==> config.mk <==
export PLATFORM = sky130hd
export DESIGN_NAME = modbus_rtu_frame_recognizer_core
export DESIGN_NICKNAME = d
export VERILOG_FILES = /design/src/mrfr_pkg.sv /design/src/modbus_rtu_frame_recognizer_core.sv /design/src/mrfr_in_stage.sv /design/src/mrfr_parser.sv /design/src/mrfr_out_stage.sv
export SDC_FILE = /design/constraint.sdc
export NUM_CORES = 1
export LEC_CHECK = 0
export BUFFER_PORTS_ARGS = -buffer_cell sky130_fd_sc_hd__buf_4
export CAP_MARGIN = 20
export CORE_MARGIN = 8
export CORE_UTILIZATION = 50
export CTS_CLUSTER_DIAMETER = 200
export CTS_CLUSTER_SIZE = 10
export DETAILED_ROUTE_END_ITERATION = 8
export PLACE_DENSITY_LB_ADDON = 0.2
export SYNTH_ARGS = -nofsm -noshare
export SYNTH_HDL_FRONTEND = slang
export SYNTH_HIERARCHICAL = 1
export SYNTH_SLANG_ARGS = --single-unit
==> constraint.sdc <==
create_clock -name clk -period 9.9 [get_ports clk]
set_input_delay 0.99 -clock clk [delete_from_list [all_inputs] [get_ports clk]]
set_output_delay 0.99 -clock clk [all_outputs]
set_load 0.02 [all_outputs]
==> src/mrfr_pkg.sv <==
// Shared types and constants for the Modbus RTU frame recognizer.
// Holds the status codes, the result item and the pipeline control struct.
// No dependencies.
`default_nettype none

package mrfr_pkg;

	localparam int unsigned ByteW  = 8;
	localparam int unsigned IndexW = 9;
	localparam int unsigned CrcW   = 16;

	// Status reported with every echoed byte.
	typedef enum logic [1:0] {
		STAT_INSIDE  = 2'd0,
		STAT_GOOD    = 2'd1,
		STAT_BADCRC  = 2'd2,
		STAT_DISCARD = 2'd3
	} frame_status_t;

	// One result item.
	typedef struct packed {
		logic [ByteW-1:0]  out_byte;
		logic [IndexW-1:0] frame_index;
		logic              frame_last;
		frame_status_t     frame_status;
	} result_t;

	// Pipeline control shared by the stages.
	typedef struct packed {
		logic advance; // the result register can take a new item
		logic fire;    // the input register hands its byte to the parser
	} stage_ctl_t;

endpackage

`default_nettype wire

==> src/modbus_rtu_frame_recognizer_core.sv <==
// Top level of the Modbus RTU frame recognizer.
// Instantiates mrfr_in_stage, mrfr_parser and mrfr_out_stage; uses mrfr_pkg.
`default_nettype none

// The recognizer takes a received serial stream one byte per transfer and
// echoes every byte with its position in the current frame, an end-of-frame
// mark on tlast and a status on tuser: inside a frame, frame good, CRC
// mismatch, or byte discarded. A frame opens with a byte equal to the
// station address register and then a function code; codes 3 and 4 take
// their length from the byte-count field (count plus five bytes), codes 6
// and 16 are eight bytes long, and any other code is discarded and the
// block goes back to hunting for an address. The Modbus CRC-16 runs over the
// whole frame, and the last byte reports good when the residue is zero.
// The block sustains one byte per clock cycle while the output is taken. A
// byte is held in the input register and then moves into the result register,
// from which its result is offered on the output; the bytewise CRC update in
// the parser between the two registers is the path that limits the clock. The
// two registers stall together when the output is not taken: a new byte is
// still accepted while a result waits on the output as long as the input
// register is empty, and once both hold a byte the input stays not ready until
// the output transfer happens. The station address is written through the cfg
// channel, which is always ready and should only be written while no bytes
// are in flight.

module modbus_rtu_frame_recognizer_core (
	input  wire logic        clk,
	input  wire logic        arst_n,
	// Configuration write channel: station address.
	input  wire logic        cfg_valid,
	output logic             cfg_ready,
	input  wire logic [7:0]  cfg_data,
	// Input stream.
	input  wire logic        s_tvalid,
	output logic             s_tready,
	input  wire logic [7:0]  s_tdata,  // [7:0] rx_byte
	// Output stream.
	output logic             m_tvalid,
	input  wire logic        m_tready,
	output logic [23:0]      m_tdata,  // [7:0] out_byte, [16:8] frame_index, [23:17] zero
	output logic             m_tlast,  // frame_last
	output logic [1:0]       m_tuser   // [1:0] frame_status
);
	import mrfr_pkg::*;

	logic [ByteW-1:0] station_address_q;
	logic [ByteW-1:0] rx_byte_s1;
	logic             advance;
	stage_ctl_t       ctl;
	result_t          res;
	result_t          res_s2;

	// The address register takes every transfer on the cfg channel.
	assign cfg_ready = 1'b1;

	always_ff @(posedge clk or negedge arst_n) begin
		if (!arst_n) begin
			station_address_q <= '0;
		end else if (cfg_valid && cfg_ready) begin
			station_address_q <= cfg_data;
		end
	end

	mrfr_in_stage u_in_stage (
		.clk        (clk),
		.arst_n     (arst_n),
		.s_tvalid   (s_tvalid),
		.s_tready   (s_tready),
		.s_tdata    (s_tdata),
		.advance    (advance),
		.ctl        (ctl),
		.rx_byte_s1 (rx_byte_s1)
	);

	mrfr_parser u_parser (
		.clk             (clk),
		.arst_n          (arst_n),
		.station_address (station_address_q),
		.ctl             (ctl),
		.rx_byte_s1      (rx_byte_s1),
		.res             (res)
	);

	mrfr_out_stage u_out_stage (
		.clk      (clk),
		.arst_n   (arst_n),
		.ctl      (ctl),
		.res      (res),
		.m_tready (m_tready),
		.m_tvalid (m_tvalid),
		.advance  (advance),
		.res_s2   (res_s2)
	);

	assign m_tdata = {7'd0, res_s2.frame_index, res_s2.out_byte};
	assign m_tlast = res_s2.frame_last;
	assign m_tuser = res_s2.frame_status;

endmodule

`default_nettype wire

==> src/mrfr_in_stage.sv <==
// Input register of the frame recognizer: holds one received byte.
// Depends on mrfr_pkg for the stage control struct.
`default_nettype none

module mrfr_in_stage (
	input  wire logic                     clk,
	input  wire logic                     arst_n,
	input  wire logic                     s_tvalid,
	output logic                          s_tready,
	input  wire logic [7:0]               s_tdata,
	input  wire logic                     advance,
	output mrfr_pkg::stage_ctl_t          ctl,
	output logic [mrfr_pkg::ByteW-1:0]    rx_byte_s1
);
	import mrfr_pkg::*;

	logic valid_s1;

	assign ctl.advance = advance;
	assign ctl.fire    = valid_s1 && advance;
	assign s_tready    = !valid_s1 || advance;

	always_ff @(posedge clk or negedge arst_n) begin
		if (!arst_n) begin
			valid_s1 <= 1'b0;
		end else if (s_tready) begin
			valid_s1 <= s_tvalid;
		end
	end

	always_ff @(posedge clk) begin
		if (s_tvalid && s_tready) begin
			rx_byte_s1 <= s_tdata[ByteW-1:0];
		end
	end

endmodule

`default_nettype wire

==> src/mrfr_parser.sv <==
// Frame parser: phase machine, byte counter and bytewise Modbus CRC-16.
// Builds the result for the byte in the input register; depends on mrfr_pkg.
`default_nettype none

module mrfr_parser (
	input  wire logic                     clk,
	input  wire logic                     arst_n,
	input  wire logic [7:0]               station_address,
	input  wire mrfr_pkg::stage_ctl_t     ctl,
	input  wire logic [mrfr_pkg::ByteW-1:0] rx_byte_s1,
	output mrfr_pkg::result_t             res
);
	import mrfr_pkg::*;

	typedef enum logic [1:0] {
		PH_HUNT  = 2'd0,
		PH_FUNC  = 2'd1,
		PH_COUNT = 2'd2,
		PH_BODY  = 2'd3
	} phase_t;

	localparam logic [CrcW-1:0]   CrcInit  = 16'hFFFF;
	localparam logic [CrcW-1:0]   CrcPoly  = 16'hA001;
	localparam logic [ByteW-1:0]  FcReadHold  = 8'd3;
	localparam logic [ByteW-1:0]  FcReadInput = 8'd4;
	localparam logic [ByteW-1:0]  FcWriteOne  = 8'd6;
	localparam logic [ByteW-1:0]  FcWriteMany = 8'd16;
	localparam logic [IndexW-1:0] FixedLen    = 9'd8;
	localparam logic [IndexW-1:0] LenOverhead = 9'd5;

	function automatic logic [CrcW-1:0] crc_feed(input logic [CrcW-1:0] crc_in,
	                                             input logic [ByteW-1:0] b);
		logic [CrcW-1:0] c;
		c = crc_in ^ {8'h00, b};
		for (int k = 0; k < 8; k++) begin
			if (c[0]) c = (c >> 1) ^ CrcPoly;
			else      c = c >> 1;
		end
		return c;
	endfunction

	phase_t            phase_q, phase_d;
	logic [IndexW-1:0] count_q, count_d;
	logic [IndexW-1:0] exp_len_q, exp_len_d;
	logic [CrcW-1:0]   crc_q, crc_d;
	logic [CrcW-1:0]   crc_next;
	logic [IndexW-1:0] count_inc;

	assign crc_next  = crc_feed((phase_q == PH_HUNT) ? CrcInit : crc_q, rx_byte_s1);
	assign count_inc = count_q + 9'd1;

	always_comb begin
		phase_d   = phase_q;
		count_d   = count_q;
		exp_len_d = exp_len_q;
		crc_d     = crc_q;
		res.out_byte     = rx_byte_s1;
		res.frame_index  = '0;
		res.frame_last   = 1'b0;
		res.frame_status = STAT_INSIDE;
		unique case (phase_q)
			PH_HUNT: begin
				if (rx_byte_s1 == station_address) begin
					crc_d   = crc_next;
					count_d = 9'd1;
					phase_d = PH_FUNC;
				end else begin
					res.frame_status = STAT_DISCARD;
				end
			end
			PH_FUNC: begin
				res.frame_index = 9'd1;
				if (rx_byte_s1 == FcReadHold || rx_byte_s1 == FcReadInput) begin
					crc_d   = crc_next;
					count_d = 9'd2;
					phase_d = PH_COUNT;
				end else if (rx_byte_s1 == FcWriteOne || rx_byte_s1 == FcWriteMany) begin
					crc_d     = crc_next;
					count_d   = 9'd2;
					exp_len_d = FixedLen;
					phase_d   = PH_BODY;
				end else begin
					// Unsupported function code: drop the frame, back to hunting.
					res.frame_status = STAT_DISCARD;
					phase_d   = PH_HUNT;
					count_d   = '0;
					exp_len_d = '0;
					crc_d     = CrcInit;
				end
			end
			PH_COUNT: begin
				res.frame_index = 9'd2;
				crc_d     = crc_next;
				exp_len_d = LenOverhead + {1'b0, rx_byte_s1};
				count_d   = 9'd3;
				phase_d   = PH_BODY;
			end
			PH_BODY: begin
				res.frame_index = count_q;
				crc_d   = crc_next;
				count_d = count_inc;
				if (count_inc >= exp_len_q) begin
					// The residue over data plus received CRC is zero on a good frame.
					res.frame_last   = 1'b1;
					res.frame_status = (crc_next == '0) ? STAT_GOOD : STAT_BADCRC;
					phase_d   = PH_HUNT;
					count_d   = '0;
					exp_len_d = '0;
					crc_d     = CrcInit;
				end
			end
			default: begin
				phase_d = PH_HUNT;
			end
		endcase
	end

	always_ff @(posedge clk or negedge arst_n) begin
		if (!arst_n) begin
			phase_q   <= PH_HUNT;
			count_q   <= '0;
			exp_len_q <= '0;
			crc_q     <= CrcInit;
		end else if (ctl.fire) begin
			phase_q   <= phase_d;
			count_q   <= count_d;
			exp_len_q <= exp_len_d;
			crc_q     <= crc_d;
		end
	end

endmodule

`default_nettype wire

==> src/mrfr_out_stage.sv <==
// Result register of the frame recognizer, driving the master-side stream.
// Depends on mrfr_pkg for the result item and the stage control struct.
`default_nettype none

module mrfr_out_stage (
	input  wire logic                 clk,
	input  wire logic                 arst_n,
	input  wire mrfr_pkg::stage_ctl_t ctl,
	input  wire mrfr_pkg::result_t    res,
	input  wire logic                 m_tready,
	output logic                      m_tvalid,
	output logic                      advance,
	output mrfr_pkg::result_t         res_s2
);
	import mrfr_pkg::*;

	logic valid_s2;

	assign m_tvalid = valid_s2;
	assign advance  = !valid_s2 || m_tready;

	always_ff @(posedge clk or negedge arst_n) begin
		if (!arst_n) begin
			valid_s2 <= 1'b0;
		end else if (ctl.advance) begin
			valid_s2 <= ctl.fire;
		end
	end

	always_ff @(posedge clk) begin
		if (ctl.fire) begin
			res_s2 <= res;
		end
	end

endmodule

`default_nettype wire

==> flow_summary.toml <==
[cells_and_area]
final_area_um2 = 4600
antennaDiodeCount = 0
areaGrowthSynthToFinish_pct = 11.5
fillers = 712
layout_commonest_cell = "buf_4"
final_cell_mix = "buf_4 (44), xnor2_1 (39), nor2_1 (34)"
nets = 423
drive_above_1_share_pct = 24.9
utilization_pct = 56.8

[synthesis]
synth_edf_count = 28
synth_cell_type_count = 60
synth_top_family_by_area = "compound AO/OA/AOI/OAI gates"
synth_mux_area_share_pct = 5.83
synthAdderAreaFrac_pct = 4.25
synth-simple-area-share_pct = 10.4
post_synth_xor_area_fraction_pct = 11.4
synth-main-ff-cell = "dfrtp_1"
yosysWarnings = 6
syn_inst = 361
synth_compound_gate_area_share_pct = 11.8
synth_top_area_share_pct = 20.4
synth_seq_cells = 74
synth_top_cell_by_area = "edfxtp_1"
avgSynthCellArea_um2 = 11.4
yosysSeqAreaShare_pct = 48.8
yosys-top-cells-area = "edfxtp_1 (20%), dfrtp_1 (18%), dfstp_2 (10%)"
synthesis.area_um2 = 4120
synthArstFlopShare_pct = 62.2

[clocking]
cts_root_buf = "clkbuf_8"
post_cts_buffers = 0
clk_pin_slew_ns = 0.08
post_cts_resize_count = 0
cts_max_level = 3
tritoncts = "done"
cts_sinks = 74
cts_made_buffers = 9
hold_buffers = 0
clock_latency_ns = 0.34
clock_path_buffers = 2

[routing]
wl_met1_um = 3760
vias = 2642
routed.top_layer = "met4"
vias_per_cell = 5.31
met3_length_um = 469
first_pass_iters = 5
wl_um = 8030
drtIter0Drc = 132
ant_nets = 0
drc_errors = 0
wl_per_cell_um = 16.1
wl_met2_um = 3640

[placed_design]
dpl.hpwl_um = 5850
post_dp_cell_area_um2 = 4380
place.port_buffers = 42
routabilityCongestion = 0.854

[power]
totalPowerFinal_mw = 1.24
ir_drop_v = 0.000104
power_density_nw_per_um2 = 269
p_leak_nw = 1.92

[critical_path]
critical_path_required_ns = 10.00
critPathCaptureType = "flop"
cp.arrival_ns = 4.25
cp-start-kind = "flop"
critPathKind = "reg -> reg"
cp_max_fo = 12
rrSetupSlack_ns = 5.74

[min_path]
holdCritStartpoint = "u_parser/exp_len_q[3]"
hold_class = "reg -> reg"

[sta]
fin_crit_sh_pct = 42.0
period_needed_ns = 4.16
grt_setup_unrepaired = "no"
slew_headroom_pct = 60.2
finalSetupViolations = 0
hold_viol_final = 0
max_freq_mhz = 241
tns_ns = 0
skew_ns = 0.0110
drv_slew = 0
worstMarginPinSlew_ns = 0.596

[flow_run]
cap_violations = 0

[global_route]
grt_pass1_wl_um = 13600
grt_pass1_vias = 2783
grt_max_degree = 47
antenna_found_initial = 0
grt_overflow = 0
grt_use_total_pct = 15.1

[floorplan]
core_um2 = 8090
die_height_um = 107
die-width_um = 107
initial_core_util_pct = 50.9
ios = 51
std_cell_rows = 33
die_area_um2 = 11400

[run_status]
outcome = "completed"
sequential cells by signal, summed over array words and instances (netlist names), named ones only:
register / count
station_address_q: 8
u_in_stage/rx_byte_s1: 8
u_in_stage/valid_s1: 1
u_out_stage/m_tvalid: 1
u_out_stage/res_s2: 20
u_parser/count_q: 9
u_parser/crc_q: 16
u_parser/exp_len_q: 9
u_parser/phase_q: 1
cell usage after synthesis (5+ instances only):
library cell	n
nand4_1	5
mux2_4	9
o21ai_1	5
nand2_1	17
a21oi_1	5
dfstp_2	16
mux2i_1	6
xnor2_1	39
xor2_1	12
o21ai_0	5
buf_4	17
o22a_1	16
edfxtp_1	28
nor2_1	34
clkbuf_1	10
inv_1	20
ha_1	14
a41o_1	7
dfrtp_1	30
through the flow:
| stage | hold WS, ns | setup slack, ns | instances |
|---|---|---|---|
| final | 0.519 | 5.74 | 498 |
| after global routing | 0.544 | 5.53 | 498 |
| after CTS | 0.523 | 5.79 | 498 |
| after detailed placement | 0.504 | 5.81 | 482 |
| after global placement | 0.491 | 5.91 | 482 |
| after floorplan | 0.479 | 6.39 | 367 |
power by group:
part           internal (mW)  switching, mW  total [mW]
combinational          0.225          0.289       0.513
sequential             0.416         0.0677       0.483
clock                  0.129          0.111       0.240
total                  0.769          0.467        1.24
routing by layer:
metal / GRT usage (%) / vias up
met5: 0 / -
met4: 6.93 / 0
met3: 3.78 / 13
met2: 22.9 / 78
met1: 19.8 / 1259
li1: - / 1292
worst paths after layout:
| check | to | cells past startpoint |
|---|---|---|
| min reg2reg | u_parser/exp_len_q[3] | 1 |
| min | u_parser/exp_len_q[3] | 1 |
| max reg2reg | u_out_stage/res_s2[1] | 12 |
| min in group asynchronous | u_in_stage/valid_s1 | 1 |
| max | u_out_stage/res_s2[1] | 12 |
| max in group asynchronous | station_address_q[3] | 1 |
cells by family (layout without fill, tap and decap cells):
family | Yosys count | in the layout
and+or+nand+nor | 85 | 85
DFF | 74 | 74
AOI/OAI and AO/OA | 60 | 60
buffers and inverters | 55 | 81
xor gates and xnor gates | 52 | 52
muxes | 19 | 19
adders and majority gates | 14 | 14
other | 2 | 8
cell type report:
cell class | count | area (um2) | share of cell area, %
clock buffer | 12 | 188 | 4.08
timing repair buffer | 44 | 330 | 7.19
tap | 105 | 131 | 2.86
sequential | 74 | 2010 | 43.8
multi-input combinational | 238 | 1830 | 39.7
inverter | 21 | 78.8 | 1.72
clock inverter | 4 | 28.8 | 0.626
critical path, stage by stage, from the launching register on:
cell and delay (ns):
dfrtp_1 0.51, nor2_2 0.48, nor2_2 0.09, xnor2_1 0.24
xnor3_1 0.51, xor2_1 0.21, ha_1 0.36, xor2_1 0.19
nor4b_1 0.25, nand2_1 0.08, or3_1 0.40, or4_1 0.43
o22a_1 0.17
Power figures use the tool's default switching activity.
